===== src/rtl/core/drop_oldest_chunk_queue_assert.svh =====
// assertion helpers for the queue rtl
`ifndef DROP_OLDEST_CHUNK_QUEUE_ASSERT_SVH
`define DROP_OLDEST_CHUNK_QUEUE_ASSERT_SVH

// same-cycle implication, sampled on clk, off during reset
`define DOCQ_ASSERT_IMPLIES(lbl, ante, cons, msg) \
	lbl: assert property (@(posedge clk) disable iff (!arst_n) (ante) |-> (cons)) \
		else $error(msg);

// next-cycle implication, sampled on clk, off during reset
`define DOCQ_ASSERT_NEXT(lbl, ante, cons, msg) \
	lbl: assert property (@(posedge clk) disable iff (!arst_n) (ante) |=> (cons)) \
		else $error(msg);

`endif


===== src/rtl/core/docq_pkg.sv =====
package docq_pkg;

	// operation codes
	localparam logic [1:0] MODE_PUSH  = 2'd0;
	localparam logic [1:0] MODE_POP   = 2'd1;
	localparam logic [1:0] MODE_CLOSE = 2'd2;

	// result codes
	localparam logic [1:0] STATUS_OK      = 2'd0;
	localparam logic [1:0] STATUS_DROPPED = 2'd1;
	localparam logic [1:0] STATUS_CLOSED  = 2'd2;
	localparam logic [1:0] STATUS_EMPTY   = 2'd3;

	// register indexes
	localparam logic [3:0] REG_CHUNK_LIMIT = 4'd0;
	localparam logic [3:0] REG_BYTE_LIMIT  = 4'd1;

	localparam logic [6:0]  CHUNK_LIMIT_RST = 7'd64;
	localparam logic [31:0] BYTE_LIMIT_RST  = 32'd8388608;
	localparam logic [6:0]  MIN_CHUNKS      = 7'd2;
	localparam logic [31:0] MIN_BYTES       = 32'd1024 * 32'd1024;

	typedef struct packed {
		logic [1:0]  mode;
		logic [23:0] chunk_len;
		logic [31:0] chunk_tag;
	} req_t;

	typedef struct packed {
		logic [1:0]  status;
		logic [23:0] out_len;
		logic [31:0] out_tag;
		logic [6:0]  dropped_count;
		logic [6:0]  queued_chunks;
		logic [31:0] queued_bytes;
	} rsp_t;

	typedef struct packed {
		logic [3:0]  index;
		logic [31:0] value;
	} cfg_t;

	typedef struct packed {
		logic [23:0] len;
		logic [31:0] tag;
	} entry_t;

endpackage


===== src/rtl/core/docq_stream_if.sv =====
interface docq_stream_if #(
	parameter type T = logic
);
	logic valid;
	logic ready;
	T     data;

	modport source (output valid, output data, input ready);
	modport sink (input valid, input data, output ready);
endinterface


===== src/rtl/core/drop_oldest_chunk_queue.sv =====
// drop-oldest chunk descriptor queue
// req (sink, docq_pkg::req_t): one item per operation - push a (length, tag)
//   descriptor, pop the oldest one, or close the queue
// rsp (source, docq_pkg::rsp_t): exactly one item per request item, in order,
//   carrying status, popped descriptor, drop count and the fill after the step
// cfg (sink, docq_pkg::cfg_t): register writes, always ready; index 0 is the
//   chunk limit, index 1 the byte budget; other indexes are ignored
// states passed from request accept until the response is loaded:
//   close, reserved, refused push, empty pop: ST_FIN only
//   pop: ST_POP, ST_FIN; push: ST_EVAL, ST_DROP+ST_EVAL per drop, ST_FIN
// every drop is a read of the head entry's length from the descriptor
//   memory and a write-back of the totals
// one request is worked on at a time; the next request is taken at the edge
//   after the previous response is loaded into the output register
// reset: queue empty, not closed, limits at 64 chunks and 8 MiB; the
//   descriptor memory is not cleared, nothing is read before it is written
// a stalled receiver holds the response; a finished request then waits in
//   its last state until the output register frees up
`include "drop_oldest_chunk_queue_assert.svh"

module drop_oldest_chunk_queue #(
	parameter int QUEUE_DEPTH = 64
) (
	input  logic clk,
	input  logic arst_n,
	docq_stream_if.sink   req,
	docq_stream_if.source rsp,
	docq_stream_if.sink   cfg
);

	localparam int PW = (QUEUE_DEPTH > 1) ? $clog2(QUEUE_DEPTH) : 1;
	localparam int CW = $clog2(QUEUE_DEPTH + 1);
	// width for comparing the count against the 7 bit limit register
	localparam int LW = (CW > 7) ? CW : 7;

	typedef enum logic [4:0] {
		ST_IDLE = 5'b00001,
		ST_EVAL = 5'b00010,
		ST_DROP = 5'b00100,
		ST_POP  = 5'b01000,
		ST_FIN  = 5'b10000
	} state_t;

	state_t state_q;

	// queue bookkeeping
	logic [PW-1:0] head_q;
	logic [PW-1:0] tail_q;
	logic [CW-1:0] count_q;
	logic [31:0]   bytes_q;
	logic          closed_q;

	// limit registers, raw as written
	logic [6:0]  chunk_limit_q;
	logic [31:0] byte_limit_q;

	// per-request working registers
	logic [23:0]   len_q;
	logic [31:0]   tag_q;
	logic [1:0]    status_q;
	logic [23:0]   olen_q;
	logic [31:0]   otag_q;
	logic [CW-1:0] dropped_q;

	// output register
	logic             out_valid_q;
	docq_pkg::rsp_t   out_q;

	// descriptor memory, one synchronous read port at the head
	docq_pkg::entry_t entry_mem [QUEUE_DEPTH];
	docq_pkg::entry_t rd_entry_q;

	logic          req_fire;
	logic          out_free;
	logic          mem_wr;
	logic [LW-1:0] eff_chunks;
	logic [LW-1:0] cl_clip;
	logic [31:0]   eff_bytes;
	logic [32:0]   bytes_sum;
	logic          need_drop;
	logic [PW-1:0] head_nxt;
	logic [PW-1:0] tail_nxt;

	assign req.ready = (state_q == ST_IDLE);
	assign req_fire  = req.valid && req.ready;
	assign cfg.ready = 1'b1;
	assign out_free  = !out_valid_q || rsp.ready;

	assign rsp.valid = out_valid_q;
	assign rsp.data  = out_q;

	// effective limits: chunk limit clamped into [2, depth], bytes to at least 1 MiB
	always_comb begin
		cl_clip = (LW'(chunk_limit_q) > LW'(QUEUE_DEPTH)) ? LW'(QUEUE_DEPTH)
			: LW'(chunk_limit_q);
		eff_chunks = (cl_clip < LW'(docq_pkg::MIN_CHUNKS)) ? LW'(docq_pkg::MIN_CHUNKS)
			: cl_clip;
		eff_bytes = (byte_limit_q < docq_pkg::MIN_BYTES) ? docq_pkg::MIN_BYTES
			: byte_limit_q;
	end

	// drop the head while the new chunk does not fit and something is queued
	assign bytes_sum = {1'b0, bytes_q} + 33'(len_q);
	assign need_drop = (count_q != '0) &&
		((LW'(count_q) >= eff_chunks) || (bytes_sum > {1'b0, eff_bytes}));

	assign head_nxt = (head_q == PW'(QUEUE_DEPTH - 1)) ? '0 : head_q + 1'b1;
	assign tail_nxt = (tail_q == PW'(QUEUE_DEPTH - 1)) ? '0 : tail_q + 1'b1;

	// descriptor append happens once the drop loop is done
	assign mem_wr = (state_q == ST_EVAL) && !need_drop;

	always_ff @(posedge clk) begin
		if (mem_wr) begin
			entry_mem[tail_q] <= '{len: len_q, tag: tag_q};
		end
		// head is always being read; writes land before the head entry is used
		rd_entry_q <= entry_mem[head_q];
	end

	// register writes
	always_ff @(posedge clk or negedge arst_n) begin
		if (!arst_n) begin
			chunk_limit_q <= docq_pkg::CHUNK_LIMIT_RST;
			byte_limit_q  <= docq_pkg::BYTE_LIMIT_RST;
		end else if (cfg.valid && cfg.ready) begin
			if (cfg.data.index == docq_pkg::REG_CHUNK_LIMIT) begin
				chunk_limit_q <= cfg.data.value[6:0];
			end else if (cfg.data.index == docq_pkg::REG_BYTE_LIMIT) begin
				byte_limit_q <= cfg.data.value;
			end
		end
	end

	// request sequencer
	always_ff @(posedge clk or negedge arst_n) begin
		if (!arst_n) begin
			state_q     <= ST_IDLE;
			head_q      <= '0;
			tail_q      <= '0;
			count_q     <= '0;
			bytes_q     <= '0;
			closed_q    <= 1'b0;
			len_q       <= '0;
			tag_q       <= '0;
			status_q    <= docq_pkg::STATUS_OK;
			olen_q      <= '0;
			otag_q      <= '0;
			dropped_q   <= '0;
			out_valid_q <= 1'b0;
			out_q       <= '0;
		end else begin
			// a new response may replace one taken in the same cycle
			if (state_q == ST_FIN && out_free) begin
				out_valid_q <= 1'b1;
			end else if (rsp.valid && rsp.ready) begin
				out_valid_q <= 1'b0;
			end
			unique case (state_q)
				ST_IDLE: begin
					if (req_fire) begin
						len_q     <= req.data.chunk_len;
						tag_q     <= req.data.chunk_tag;
						olen_q    <= '0;
						otag_q    <= '0;
						dropped_q <= '0;
						status_q  <= docq_pkg::STATUS_OK;
						state_q   <= ST_FIN;
						if (req.data.mode == docq_pkg::MODE_PUSH) begin
							if (closed_q) begin
								status_q <= docq_pkg::STATUS_CLOSED;
							end else begin
								state_q <= ST_EVAL;
							end
						end else if (req.data.mode == docq_pkg::MODE_POP) begin
							if (count_q == '0) begin
								status_q <= docq_pkg::STATUS_EMPTY;
							end else begin
								state_q <= ST_POP;
							end
						end else if (req.data.mode == docq_pkg::MODE_CLOSE) begin
							closed_q <= 1'b1;
						end
					end
				end
				ST_EVAL: begin
					if (need_drop) begin
						state_q <= ST_DROP;
					end else begin
						tail_q   <= tail_nxt;
						count_q  <= count_q + 1'b1;
						bytes_q  <= bytes_q + 32'(len_q);
						status_q <= (dropped_q != '0) ? docq_pkg::STATUS_DROPPED
							: docq_pkg::STATUS_OK;
						state_q  <= ST_FIN;
					end
				end
				ST_DROP: begin
					// head length arrived from memory
					bytes_q   <= bytes_q - 32'(rd_entry_q.len);
					head_q    <= head_nxt;
					count_q   <= count_q - 1'b1;
					dropped_q <= dropped_q + 1'b1;
					state_q   <= ST_EVAL;
				end
				ST_POP: begin
					olen_q  <= rd_entry_q.len;
					otag_q  <= rd_entry_q.tag;
					bytes_q <= bytes_q - 32'(rd_entry_q.len);
					head_q  <= head_nxt;
					count_q <= count_q - 1'b1;
					state_q <= ST_FIN;
				end
				ST_FIN: begin
					if (out_free) begin
						out_q.status        <= status_q;
						out_q.out_len       <= olen_q;
						out_q.out_tag       <= otag_q;
						out_q.dropped_count <= 7'(dropped_q);
						out_q.queued_chunks <= 7'(count_q);
						out_q.queued_bytes  <= bytes_q;
						state_q             <= ST_IDLE;
					end
				end
				default: begin
					state_q <= ST_IDLE;
				end
			endcase
		end
	end

	`DOCQ_ASSERT_IMPLIES(a_count_bound, 1'b1, count_q <= CW'(QUEUE_DEPTH),
		"entry count above queue depth")
	`DOCQ_ASSERT_IMPLIES(a_drop_nonempty, state_q == ST_DROP, count_q != '0,
		"drop from an empty queue")
	`DOCQ_ASSERT_IMPLIES(a_pop_nonempty, state_q == ST_POP, count_q != '0,
		"pop from an empty queue")
	`DOCQ_ASSERT_IMPLIES(a_drop_status,
		state_q == ST_FIN && status_q == docq_pkg::STATUS_DROPPED, dropped_q != '0,
		"drop status without any dropped entry")
	`DOCQ_ASSERT_NEXT(a_closed_sticky, closed_q, closed_q, "closed flag cleared")

endmodule


===== src/flat_wrapper.sv =====
// flat-port wrapper written by rule: the top's interface ports become plain ports
module drop_oldest_chunk_queue_flat 
#(
	parameter int QUEUE_DEPTH = 64
)
  (clk, arst_n, req_valid, req_data, req_ready, rsp_valid, rsp_data, rsp_ready, cfg_valid, cfg_data, cfg_ready);
  docq_stream_if #(.T(docq_pkg::req_t)) req_i ();
  docq_stream_if #(.T(docq_pkg::rsp_t)) rsp_i ();
  docq_stream_if #(.T(docq_pkg::cfg_t)) cfg_i ();
  input  logic clk;
  input  logic arst_n;
  input wire logic [$bits(req_i.valid)-1:0] req_valid;
  input wire logic [$bits(req_i.data)-1:0] req_data;
  output wire logic [$bits(req_i.ready)-1:0] req_ready;
  output wire logic [$bits(rsp_i.valid)-1:0] rsp_valid;
  output wire logic [$bits(rsp_i.data)-1:0] rsp_data;
  input wire logic [$bits(rsp_i.ready)-1:0] rsp_ready;
  input wire logic [$bits(cfg_i.valid)-1:0] cfg_valid;
  input wire logic [$bits(cfg_i.data)-1:0] cfg_data;
  output wire logic [$bits(cfg_i.ready)-1:0] cfg_ready;
  assign req_i.valid = req_valid;
  assign req_i.data = req_data;
  assign req_ready = req_i.ready;
  assign rsp_valid = rsp_i.valid;
  assign rsp_data = rsp_i.data;
  assign rsp_i.ready = rsp_ready;
  assign cfg_i.valid = cfg_valid;
  assign cfg_i.data = cfg_data;
  assign cfg_ready = cfg_i.ready;
  drop_oldest_chunk_queue #(.QUEUE_DEPTH(QUEUE_DEPTH)) u_core (.clk(clk), .arst_n(arst_n), .req(req_i), .rsp(rsp_i), .cfg(cfg_i));
endmodule

===== config.mk =====
export PLATFORM = sky130hd
export DESIGN_NAME = drop_oldest_chunk_queue_flat
export DESIGN_NICKNAME = d
export VERILOG_FILES = /design/src/rtl/core/docq_pkg.sv /design/src/rtl/core/docq_stream_if.sv /design/src/rtl/core/drop_oldest_chunk_queue.sv /design/src/flat_wrapper.sv
export VERILOG_INCLUDE_DIRS = /design/src /design/src/rtl/core
export SDC_FILE = /design/constraint.sdc
export NUM_CORES = 2
export LEC_CHECK = 0
export ABC_AREA = 1
export BUFFER_PORTS_ARGS = -buffer_cell sky130_fd_sc_hd__buf_2
export CAP_MARGIN = 20
export CORE_UTILIZATION = 35
export CTS_CLUSTER_DIAMETER = 120
export CTS_CLUSTER_SIZE = 14
export DETAILED_ROUTE_END_ITERATION = 10
export PLACE_DENSITY = 0.53
export SYNTH_ARGS = -nofsm -noshare
export SYNTH_HDL_FRONTEND = slang
export SYNTH_SLANG_ARGS = --single-unit

===== constraint.sdc =====
create_clock -name clk -period 13.1 [get_ports clk]
set_input_delay 2.62 -clock clk [delete_from_list [all_inputs] [get_ports clk]]
set_output_delay 2.62 -clock clk [all_outputs]
set_load 0.02 [all_outputs]

== After elaboration in Yosys (flattened, before gate mapping) ==
Memory sizes are Yosys's and may differ from the RTL's. A register that Yosys moved wholly into a read port is not among the register bits.
Cells that the tools add are included.

* Register bits: 322
* Bits in read-only memories: 0
* Memories kept: 1
* Bits in latches: 0
* RAM bits: 3584
* Logic and storage cells: 118
* Output and inout port bits: 107

{| class="wikitable"
|+ Memories
! memory !! depth !! width !! read ports !! clocked after Yosys merged registers in !! write ports !! line !! text
|-
| u_core.entry_mem || 64 || 56 || 1 || 1 || 1 || drop_oldest_chunk_queue.sv:70 || <nowiki>docq_pkg::entry_t entry_mem [QUEUE_DEPTH];</nowiki>
|}

* Add/subtract/negate cells: 8
* Multipliers: 0
* Muxes and demuxes: 35
* Eq/ne operators: 13
* Reductions and logical operators: 31
* Magnitude comparators: 5
* Shifts and indexed selects: 0
* Divide/modulo/power cells: 0
* Bitwise operators: 4

{| class="wikitable"
|+ Operators with widths
! cell !! number
|-
| $pmux W32 S2 || 2
|-
| $mux W32 || 3
|-
| $pmux W24 S2 || 1
|-
| $mux W5 || 7
|-
| $add A32 B24 Y33 || 1
|-
| $gt A33 B32 Y1 || 1
|-
| $add A32 B24 Y32 || 1
|-
| $lt A32 B21 Y1 const B || 1
|-
| $sub A32 B24 Y32 || 1
|-
| $mux W7 || 4
|-
| $pmux W7 S2 || 2
|-
| $pmux W5 S5 || 1
|-
| $mux W24 || 1
|-
| $reduce_and A2 Y1 || 8
|-
| $add A7 B1 Y7 const B || 2
|-
| $reduce_bool A7 Y1 || 2
|-
| $add A6 B1 Y6 const B || 2
|-
| $eq A6 B6 Y1 const B || 2
|-
| $mux W2 || 6
|-
| $mux W6 || 2
|-
| $reduce_bool A2 Y1 || 5
|-
| $ge A7 B7 Y1 || 1
|-
| $gt A7 B7 Y1 const B || 1
|-
| $logic_not A7 Y1 || 1
|-
| other kinds (23) || 38
|}

== Logic depth before layout (Yosys ltp) ==
* Depth after elaboration: 11
* Mapped depth: 32
* Gate-level depth less buffers: 31

== Worst setup path after synthesis ==
No wires, ideal clock.

* Path kind: register to register
* Start: register u_core.len_q[2]
* End: memory u_core.entry_mem[0][0] (netlist bit) (enable)
* Setup time: 0.470 ns
* Stages on the path, launching flop included: 21
* Required time: 12.630 ns
* Arrival: 6.483 ns
* Path buffers: 0
* Setup slack: 6.147 ns
* Cell sequence: dfrtp_1 > ha_1 > a21oi_1 > nand2_1 > a21oi_1 > o21ai_0 > a21oi_1 > o21ai_0 > nand2_1 > o211ai_1 > xor2_1 > ha_1 > nand2_1 > nor4_1 > and3_1 > nand4_1 > nand2_1 > nand2_2 > nand2_4 > nand4_1 > nor2_1

* Word-level cells in the longest chain between the ends: 8

{| class="wikitable"
|+ Ends and longest elaborated chain
! item !! line !! text
|-
| start: declaration || drop_oldest_chunk_queue.sv:58 || <nowiki>logic [23:0] len_q;</nowiki>
|-
| start signal: assignment || drop_oldest_chunk_queue.sv:162 || <nowiki>len_q <= req.data.chunk_len;</nowiki>
|-
| $add A32 B24 Y33 || drop_oldest_chunk_queue.sv:103 || <nowiki>assign bytes_sum = {1'b0, bytes_q} + 33'(len_q);</nowiki>
|-
| $gt A33 B32 Y1 || drop_oldest_chunk_queue.sv:105 || <nowiki>((LW'(count_q) >= eff_chunks) || (bytes_sum > {1'b0, eff_bytes}));</nowiki>
|-
| $logic_or A1 B1 Y1 || drop_oldest_chunk_queue.sv:105 ||
|-
| $logic_and A1 B1 Y1 || drop_oldest_chunk_queue.sv:104 || <nowiki>assign need_drop = (count_q != '0) &&</nowiki>
|-
| $logic_not A1 Y1 || drop_oldest_chunk_queue.sv:111 || <nowiki>assign mem_wr = (state_q == ST_EVAL) && !need_drop;</nowiki>
|-
| $logic_and A1 B1 Y1 || drop_oldest_chunk_queue.sv:111 ||
|-
| $mux W1 || drop_oldest_chunk_queue.sv:114 || <nowiki>if (mem_wr) begin</nowiki>
|-
| $mux W1 (not written as such) || drop_oldest_chunk_queue.sv:115 || <nowiki>entry_mem[tail_q] <= '{len: len_q, tag: tag_q};</nowiki>
|-
| end: declaration || drop_oldest_chunk_queue.sv:70 ||
|}

Every way passes these cells.

== Worst setup path in the final report ==
* Start: register u_core.len_q[2]
* End: memory u_core.entry_mem[32][28] (netlist bit) (enable)

Same word-level chain as after synthesis.

==> impl_metrics.toml <==
[hold_path]
min_to = "u_core.otag_q[14]"
hold_start = "u_core.rd_entry_q[14]"
holdPathStages = 2
hp-class = "reg -> reg"

[critical_path]
worstPathRequired_ps = 13690
slowest_stage = "nor2_4"
reg2reg_from = "u_core.len_q[2]"
cpMostUsedCell = "nand2_1"
cp_num_buf_inv = 3
rrSetupSlack_ps = 5330
rr_endpoint = "u_core.entry_mem[32][28]"
worstPathArrival_ps = 8360
slowest_delay_ps = 780
critPathLaunchType = "flip-flop"
r2r_cells = 29
worstSetupPathType = "reg -> reg"
crit_path_max_fanout = 66
cp_top_family = "simple AND/OR/NAND/NOR gates"
endpoint_kind = "flip-flop"
cp.depth = 29

[synth]
synth_compound_area_share_pct = 12.55
avgSynthCellArea_um2 = 12.97
synth-edff-count = 3584
synth_ff_type = "edfxtp_1"
synth-simple-area-share_pct = 8.748
syn_inst = 12098
synthAdderAreaFrac_pct = 0.8677
ys_seq_area_share_pct = 74.45
async_flop_share_pct = 8.127
syn-num-nets = 12304
syn_area_um2 = 156900
synth_top_family_by_area = "compound AO/OA/AOI/OAI gates"
ys_ff_latch = 3962
ys_types = 55
ys_warn_count = 0
synth_mux_area_share_pct = 0.3086
synth-xor-area-share_pct = 0.4187

[detailed_routing]
dr.pass1.iters = 6
routed_wirelength_mm = 537.4
vias = 103452
drc = 0
drt_iter0_drc = 13015
avgRoutedWirePerCell_um = 29.52
drt-vias-per-instance = 5.683
ant_nets = 0

[timing]
finalHoldViolations = 0
maxSlewViolCount = 0
worst_slack_ps = 5333
setup-tns-final_ps = 0
tightest_slew_ps = 1144
setup_viol = 0
period_minus_slack_ps = 7767
max_slew_margin_pct = 23.70
finClkSkew_ps = 82.38
rsz0062_at_grt = "no"
fmax_ghz = 0.1288
fin_crit_sh_pct = 59.29

[layout]
layout.nets = 12282
area_growth_pct = 11.12
fill_cells = 42229
final_cell_mix = "3584 x edfxtp_1, 2011 x o21ai_0, 1921 x nor2_1"
final_common_cell = "edfxtp_1"
final_util_pct = 39.12
design_area_um2 = 174300
drive_above_1_share_pct = 8.342

[clocking]
cts_max_level = 5
clk_latency_ps = 1000
cts_buffers = 321
cts_resized = 0
cts_sinks = 3962
path_clk_slew_ps = 70
cts_tree = "done"
cts_setup_buffers = 0
cts-root-buf = "clkbuf_16"
hold_buffers = 0
clk_path_buf_depth = 4

[grt]
antenna_found_initial = 27
grt_max_degree = 176
grt_pass1_vias = 95697
global_route.usage.total_pct = 23.01
gr-total-overflow = 0
grt_first_pass_wirelength_mm = 752.4

[placed_design]
gp_congestion = 0.8717
placed_area_um2 = 165200
dpl.hpwl_mm = 311.5
port_buffers = 204
dp_slack_ps = 5292

[floorplanning]
dieArea_um2 = 450900
num_io_pins = 206
initial_core_util_pct = 35.20
core-area_um2 = 445700
die_x_um = 671.5
rows = 245
die_y_um = 671.5

[flow_run]
drv_cap = 0

[power]
p_per_area_nw_per_um2 = 194.1
leakagePower_nw = 57.65
fin_total_pwr_mw = 33.84
ir_worst_vdd_mv = 0.1407

[run_status]
outcome = "completed"
==> per-stage QoR <==
| step | instances | hold WS [ps] |
|---|---|---|
| 3_5_place_dp | 17678 | 422.4 |
| 5_1_grt | 18193 | 461.9 |
| 2_1_floorplan | 12098 | 413.8 |
| 3_3_place_gp | 17672 | 422.3 |
| 4_1_cts | 18188 | 438.4 |
| 6_report | 18205 | 438.0 |
==> sequential cells by signal, indices dropped and copies added, names as in the netlist <==
register	cells
u_core.tail_q	6
u_core.status_q	2
u_core.tag_q	32
u_core.entry_mem	3584
u_core.rsp.data	104
u_core.state_q	5
u_core.dropped_q	7
u_core.olen_q	24
u_core.rd_entry_q	56
u_core.bytes_q	32
u_core.count_q	7
u_core.chunk_limit_q	7
u_core.closed_q	1
u_core.len_q	24
u_core.head_q	6
u_core.rsp.valid	1
u_core.byte_limit_q	32
u_core.otag_q	32
==> synthesized netlist by cell type (4+ instances only) <==
cell type | instances | share of area (%)
a31oi_1 | 68 | 0.27
o221ai_1 | 345 | 1.9
buf_1 | 43 | 0.10
nand4_1 | 49 | 0.20
ha_1 | 104 | 0.83
a221oi_1 | 5 | 0.028
nand2_1 | 985 | 2.4
or2_2 | 4 | 0.016
buf_4 | 4 | 0.019
o21ai_0 | 2011 | 6.4
inv_2 | 12 | 0.029
a21oi_1 | 223 | 0.71
clkbuf_1 | 645 | 1.5
edfxtp_1 | 3584 | 69
o211ai_1 | 107 | 0.51
o21bai_1 | 8 | 0.038
a21boi_0 | 4 | 0.019
clkinv_1 | 5 | 0.012
inv_1 | 220 | 0.53
a21o_1 | 11 | 0.053
mux2_2 | 43 | 0.31
dfxtp_1 | 56 | 0.71
nand2_2 | 6 | 0.024
xor2_1 | 55 | 0.31
buf_2 | 126 | 0.40
nand3_1 | 365 | 1.2
o31ai_1 | 4 | 0.019
nor2_1 | 1987 | 4.8
a211oi_1 | 5 | 0.024
a32o_1 | 17 | 0.11
nor3_1 | 26 | 0.083
nor4_1 | 14 | 0.056
a221o_1 | 20 | 0.13
xnor2_1 | 20 | 0.11
o22ai_1 | 560 | 2.2
dfrtp_1 | 319 | 5.1
==> metal layers <==
metal  GRT usage (%)  vias to the layer above  share of wire, %
met2           35.83                     4693                45
met5               0                        -             0.013
met1           32.82                    53146                43
li1                -                    44853                 -
met3           3.785                      750               8.4
met4           7.564                       10               3.6
==> power by group <==
part / internal [mW] / leakage [nW] / switching, mW
Sequential: 15.7 / 37.2 / 0.861
Clock: 4.63 / 4.35 / 4.53
Combinational: 1.84 / 16.1 / 6.27
Total: 22.2 / 57.6 / 11.7
==> final cells by class <==
class                      instances  area [um^2]  area share, %
inverter                         237        935.9         0.5368
clock buffer                     488         8787          5.040
multi-input combinational       7078        36450          20.91
timing repair buffer             476         3508          2.012
tap                             5928         7417          4.254
sequential                      3962       116900          67.06
clock inverter                    22        287.8         0.1651
antenna                           14        35.03        0.02009
==> worst max path at each step <==
| stage | to | slack [ps] | startpoint |
|---|---|---|---|
| 6_report | u_core.entry_mem[32][28] | 5330 | u_core.len_q[2] |
| 5_1_grt | u_core.entry_mem[34][50] | 4810 | u_core.len_q[2] |
| 4_1_cts | u_core.entry_mem[34][50] | 5260 | u_core.len_q[2] |
| 3_5_place_dp | u_core.entry_mem[32][28] | 5290 | u_core.len_q[2] |
| 3_3_place_gp | u_core.entry_mem[30][44] | 4740 | u_core.len_q[2] |
| 2_1_floorplan | u_core.entry_mem[0][0] | 6150 | u_core.len_q[2] |
==> cell families after synthesis <==
family,after synthesis
flops,3962
xor+xnor,75
other cells,1
compound gates,3401
mux,43
fa+ha+maj,107
simple gates,3451
buf+inv,1058
==> worst register-to-register path: cells and delay by family, from the launching register on <==
family	cells	cell delay, ps
buffers and inverters	3	1820
AOI/OAI and AO/OA	4	1440
adders and majority gates	2	600
DFF	1	340
xor gates and xnor gates	1	220
and+or+nand+nor	19	2850
Power figures use the tool's default switching activity.
